===== src/rtl/capsule_distance_field_top_assert.svh =====
// Assertion macros for the capsule distance field block.
// Used by capsule_distance_field_top; relies on clk_i and rst_ni in scope.
`ifndef CAPSULE_DISTANCE_FIELD_TOP_ASSERT_SVH
`define CAPSULE_DISTANCE_FIELD_TOP_ASSERT_SVH

// Condition c must hold in the same cycle as a
`define CDF_ASSERT_NOW(lbl, a, c) \
  lbl: assert property (@(posedge clk_i) disable iff (!rst_ni) (a) |-> (c)) \
    else $error("cdf: assertion failed");

// Condition c must hold in the cycle after a
`define CDF_ASSERT_NEXT(lbl, a, c) \
  lbl: assert property (@(posedge clk_i) disable iff (!rst_ni) (a) |=> (c)) \
    else $error("cdf: assertion failed");

`endif


===== src/rtl/cdf_pkg.sv =====
// Package for the capsule distance field block: widths, register codes,
// configuration and pipeline payload types. No dependencies.
package cdf_pkg;

  localparam int CoordWidth = 32;
  localparam int FracBits   = 16;

  // APB data and address layout
  localparam int DataW    = (CoordWidth > 32) ? 64 : 32;
  localparam int AddrLsb  = (CoordWidth > 32) ? 3 : 2;
  localparam int RegCount = 7;
  localparam int IdxW     = $clog2(RegCount);
  localparam int AddrW    = IdxW + AddrLsb;
  localparam int RadiusW  = CoordWidth - 1;

  // Datapath widths
  localparam int DiffW = CoordWidth + 1;       // pa, ba (signed)
  localparam int MagW  = CoordWidth + 1;       // |pa|, |ba|
  localparam int ProdW = 2 * MagW;             // |pa|*|ba|, |ba|^2
  localparam int DotW  = ProdW + 2;            // sum of three products
  localparam int HW    = FracBits + 1;         // h, 0 .. 1.0
  localparam int PrjW  = MagW + HW;            // |ba|*h
  localparam int EW    = CoordWidth + 3;       // e (signed)
  localparam int EMagW = CoordWidth + 2;       // |e|
  localparam int SqW   = 2 * EMagW + 2;        // sum of squares
  localparam int RootW = SqW / 2;              // length
  localparam int RemW  = RootW + 2;            // root remainder
  localparam int DistW = RootW + 2;            // length - radius (signed)

  localparam logic [CoordWidth-1:0] OneFix = CoordWidth'(1) << FracBits;
  localparam logic [PrjW-1:0]       HalfLsb = PrjW'(1) << (FracBits - 1);
  localparam logic [HW-1:0]         HOne = HW'(1) << FracBits;

  typedef enum logic [IdxW-1:0] {
    RegStartX = 3'd0,
    RegStartY = 3'd1,
    RegStartZ = 3'd2,
    RegEndX   = 3'd3,
    RegEndY   = 3'd4,
    RegEndZ   = 3'd5,
    RegRadius = 3'd6
  } cfg_reg_e;

  typedef struct packed {
    logic signed [CoordWidth-1:0] start_x;
    logic signed [CoordWidth-1:0] start_y;
    logic signed [CoordWidth-1:0] start_z;
    logic signed [CoordWidth-1:0] end_x;
    logic signed [CoordWidth-1:0] end_y;
    logic signed [CoordWidth-1:0] end_z;
    logic [RadiusW-1:0]           radius;
  } cfg_t;

  localparam cfg_t CfgReset = '{
    start_x: '0, start_y: '0, start_z: '0,
    end_x: '0, end_y: '0, end_z: OneFix,
    radius: OneFix[RadiusW-1:0]
  };

  // Per-axis differences that travel with an item
  typedef struct packed {
    logic [2:0][DiffW-1:0] pa;
    logic [2:0][DiffW-1:0] ba;
  } geom_t;

endpackage


===== src/rtl/cdf_cfg.sv =====
// APB register file for the capsule endpoints and radius.
// Depends on cdf_pkg.
module cdf_cfg (
  input  logic                         clk_i,
  input  logic                         rst_ni,
  input  logic                         psel,
  input  logic                         penable,
  input  logic                         pwrite,
  input  logic [cdf_pkg::AddrW-1:0]    paddr,
  input  logic [cdf_pkg::DataW-1:0]    pwdata,
  output logic [cdf_pkg::DataW-1:0]    prdata,
  output logic                         pready,
  output cdf_pkg::cfg_t                cfg_o
);

  cdf_pkg::cfg_t     cfg_q;
  cdf_pkg::cfg_reg_e idx;

  assign idx    = cdf_pkg::cfg_reg_e'(paddr[cdf_pkg::AddrW-1:cdf_pkg::AddrLsb]);
  assign pready = 1'b1;
  assign cfg_o  = cfg_q;

  // register writes on the access phase; unknown indexes are dropped
  always_ff @(posedge clk_i or negedge rst_ni) begin
    if (!rst_ni) begin
      cfg_q <= cdf_pkg::CfgReset;
    end else if (psel && penable && pwrite) begin
      case (idx)
        cdf_pkg::RegStartX: cfg_q.start_x <= pwdata[cdf_pkg::CoordWidth-1:0];
        cdf_pkg::RegStartY: cfg_q.start_y <= pwdata[cdf_pkg::CoordWidth-1:0];
        cdf_pkg::RegStartZ: cfg_q.start_z <= pwdata[cdf_pkg::CoordWidth-1:0];
        cdf_pkg::RegEndX:   cfg_q.end_x   <= pwdata[cdf_pkg::CoordWidth-1:0];
        cdf_pkg::RegEndY:   cfg_q.end_y   <= pwdata[cdf_pkg::CoordWidth-1:0];
        cdf_pkg::RegEndZ:   cfg_q.end_z   <= pwdata[cdf_pkg::CoordWidth-1:0];
        cdf_pkg::RegRadius: cfg_q.radius  <= pwdata[cdf_pkg::RadiusW-1:0];
        default: ;
      endcase
    end
  end

  // read-back, zero-extended
  always_comb begin
    case (idx)
      cdf_pkg::RegStartX: prdata = cdf_pkg::DataW'($unsigned(cfg_q.start_x));
      cdf_pkg::RegStartY: prdata = cdf_pkg::DataW'($unsigned(cfg_q.start_y));
      cdf_pkg::RegStartZ: prdata = cdf_pkg::DataW'($unsigned(cfg_q.start_z));
      cdf_pkg::RegEndX:   prdata = cdf_pkg::DataW'($unsigned(cfg_q.end_x));
      cdf_pkg::RegEndY:   prdata = cdf_pkg::DataW'($unsigned(cfg_q.end_y));
      cdf_pkg::RegEndZ:   prdata = cdf_pkg::DataW'($unsigned(cfg_q.end_z));
      cdf_pkg::RegRadius: prdata = cdf_pkg::DataW'(cfg_q.radius);
      default:            prdata = '0;
    endcase
  end

endmodule


===== config.mk =====
export PLATFORM = sky130hd
export DESIGN_NAME = cdf_cfg
export DESIGN_NICKNAME = d
export VERILOG_FILES = /design/src/rtl/capsule_distance_field_top_assert.svh /design/src/rtl/cdf_pkg.sv /design/src/rtl/cdf_cfg.sv
export SDC_FILE = /design/constraint.sdc
export NUM_CORES = 1
export LEC_CHECK = 0
export ABC_AREA = 0
export BUFFER_PORTS_ARGS = -buffer_cell sky130_fd_sc_hd__buf_4
export CAP_MARGIN = 40
export CORE_UTILIZATION = 45
export DETAILED_ROUTE_END_ITERATION = 8
export GPL_TIMING_DRIVEN = 0
export PLACE_DENSITY = 0.67
export SYNTH_ARGS = -nofsm -noshare
export SYNTH_HDL_FRONTEND = slang
export SYNTH_SLANG_ARGS = --single-unit

===== constraint.sdc =====
create_clock -name clk_i -period 3.9 [get_ports clk_i]
set_clock_uncertainty 0.05 [all_clocks]
set_input_delay 0.195 -clock clk_i [delete_from_list [all_inputs] [get_ports clk_i]]
set_output_delay 0.195 -clock clk_i [all_outputs]
set_load 0.02 [all_outputs]

==> summary.txt <==
Yosys
  – Seq cells post-synth: 223
  – Synth Cell Area: 10,210 µm²
  – Async set-or-reset flop fraction in the synthesized netlist: 1.000
  – Seq/Total Area, Yosys: 0.5467
  – Syn avg cell area: 14.03 µm²
  – EDFF count, synth: 0
  – Synthesized Nets: 770
  – Syn. warnings: 0
  – Gate Count Post-Synth: 728
  – Yosys cell types: 30
  – Most common flop cell mapped by yosys: dfrtp_1

Critical path
  – Critical Path Start Type: primary input
  – Crit path arrival time: 2.30 ns
  – Setup crit end kind: primary output
  – CP required: 3.65 ns
  – Kind of critical path: primary input to primary output
  – Maximum net fanout on the critical path: 10

Global route
  – Largest net degree at the start of global routing: 79
  – GRT overflow: 0
  – Vias in the first global route: 8,136
  – First-pass GRT wire length: 50.54 mm
  – Initial antenna violation count: 0
  – Tot GR Track Use: 0.2873

CTS
  – Clk sink count: 223
  – Worst-Skew Late Latency: 0.51 ns
  – CTS-repair resized insts: 0
  – Max Root-Sink Buffers: 3
  – Cts bufs inserted: 25
  – Clk slew on worst S/H paths: 0.06 ns
  – Post-CTS Setup Bufs: 0
  – CTS root buffer: clkbuf_16
  – TritonCTS clock tree: done
  – H-tree depth: 1

Timing
  – Least-Margin Pin Slew: 0.7878 ns
  – Fmax: 0.3929 GHz
  – Final count of pins violating max slew: 0
  – Final TNS setup: 0 ns
  – Endpoints failing setup: 0
  – RSZ-0062 raised after global routing: no
  – Final period utilization: 0.6527
  – Hold slack: 0.1890 ns
  – Final Hold Viols: 0
  – Slew headroom: 0.4748
  – Fin crit period: 2.545 ns

Detailed routing
  – Final Routed Wirelength: 33.23 mm
  – Via density: 5.616
  – WL/cell: 24.10 µm
  – Total via count in the routed design: 7,744
  – Number of optimization iterations in the first detailed-route pass: 7
  – DRT antenna net count: 0
  – # DRC: 21
  – Initial drt markers: 499

Floorplan
  – Die Y: 152.6 µm
  – DIE AREA: 23,300 µm²
  – I/O pin count: 298
  – Initial Util: 0.4636
  – Die Wd: 152.6 µm
  – Core region area: 22,030 µm²
  – Row cnt: 54

Placed design
  – RD Place Congestion: 0.8141
  – IO buf count: 293
  – Detail Placement HPWL: 22.72 mm

Final layout
  – Commonest non-fill, non-tap cell in the layout: buf_4
  – Area Growth Syn to Fin: 36.25%
  – Filler Cell Count: 1,814
  – Post-layout net count: 1,126
  – Ant diodes: 0
  – Commonest cells after routing, fill and taps aside: 293 x buf_4, 247 x mux2_2, 221 x dfrtp_1
  – Fraction of layout cells with a size suffix above 1: 0.5632
  – Max reg flops: 223

Job
  – Max-cap violations: 0

Power
  – PwrDens: 564.6 nW/µm²
  – NetSw: 2636 µW
  – Flop pwr share: 0.403
  – Logic pwr share: 0.321
  – Sw Share: 0.3355
  – Leak Pwr: 0.006750 µW
  – Clk pwr share: 0.276
  – Worst VDD drop: 0.4225 mV
  – Pint: 5220 µW

Outcome
  – Status: complete, but fails checks
  – Failing checks: DRC

Hold path
  – HP Class: primary input to asynchronous set/reset pin
synth_stat cells, drive strengths merged, types with 3 or more instances:
| cell | number | area [µm²] |
|---|---|---|
| a222oi | 13 | 130.1 |
| buf | 38 | 207.7 |
| clkbuf | 18 | 67.56 |
| dfrtp | 221 | 5530 |
| inv | 3 | 11.26 |
| mux2 | 254 | 2860 |
| mux2i | 49 | 490.5 |
| nand2 | 17 | 63.81 |
| nand3 | 16 | 80.08 |
| nand3b | 14 | 105.1 |
| nor2 | 5 | 18.77 |
| o21a | 31 | 232.7 |
| o21ai | 13 | 65.06 |
| o221ai | 19 | 166.4 |
repair_timing:
item | 4_1_cts | 5_1_grt
setup endpoints to repair | 0 | 0
hold buffers | 33 | 0
hold endpoints to repair | 293 | 0
path summary, 6_finish.rpt:
kind / endpoint / from / slack [ns] / depth (start not counted)
worst max-delay path: prdata[29] / paddr[3] / 1.35 / 7
worst min-delay path: cfg_o[145] / rst_ni / 0.19 / 2
worst max register to register: cfg_o[166] / cfg_o[166] / 3.03 / 1
worst min register to register: cfg_o[107] / cfg_o[107] / 0.47 / 1
max in group asynchronous: cfg_o[65] / rst_ni / 2.81 / 3
min in group clk_i: cfg_o[206] / paddr[4] / 0.22 / 4
layout make-up:
cell class	instances	area, µm²	share of cell area
Clock inverter	8	45.04	0.003237
Sequential cell	223	5583	0.4012
Timing Repair Buffer	329	2608	0.1874
Inverter	3	11.26	0.0008093
Clock buffer	34	699.4	0.05027
Buffer	56	275.3	0.01978
Multi-Input combinational cell	446	4343	0.3121
Tap cell	280	350.3	0.02518
logic make-up (layout without fill, tap and decap cells):
| logic type | count (synthesis) | after routing | share of synthesized area |
|---|---|---|---|
| mux | 304 | 304 | 0.3303 |
| flops | 223 | 223 | 0.5467 |
| compound gates | 78 | 78 | 0.05930 |
| simple gates | 63 | 63 | 0.03529 |
| buf+inv | 59 | 430 | 0.02806 |
| other cells | 1 | 1 | 0.0003672 |
routing by layer:
| layer | routed length [µm] | share of wire | global-route usage |
|---|---|---|---|
| met4 | 745 | 0.022 | 0.07792 |
| met1 | 13900 | 0.42 | 0.3736 |
| met3 | 2620 | 0.079 | 0.07281 |
| met2 | 15960 | 0.48 | 0.4766 |
| met5 | 0 | 0 | 0 |
critical path, cell delays in order:
cell and delay [ns]:
buf_4 0.09, buf_2 0.19, nand2b_1 0.17, clkbuf_1 0.52, clkbuf_1 0.61, o221ai_1 0.29, buf_4 0.22
power by group through the flow:
stage / clock network [µW] / registers [µW] / logic (µW)
after floorplan: 0 / 3660 / 783
after global placement: 0 / 3180 / 2460
after detailed placement: 0 / 3190 / 2500
after CTS: 2210 / 3160 / 2540
after global routing: 2300 / 3230 / 2660
final: 2170 / 3160 / 2520
per-stage QoR:
stage	setup WS, ns	power (µW)	std cells	utilization	area, µm²
final	1.355	7856	1379	0.6317	13910
after global routing	1.256	8184	1379	0.6317	13910
after CTS	1.373	7903	1379	0.6317	13910
after detailed placement	1.378	5689	1304	0.5829	12840
after global placement	0.8390	5645	1301	0.5794	12760
after floorplan	2.112	4447	728	-	10210
(Power assumes the default switching activity.)
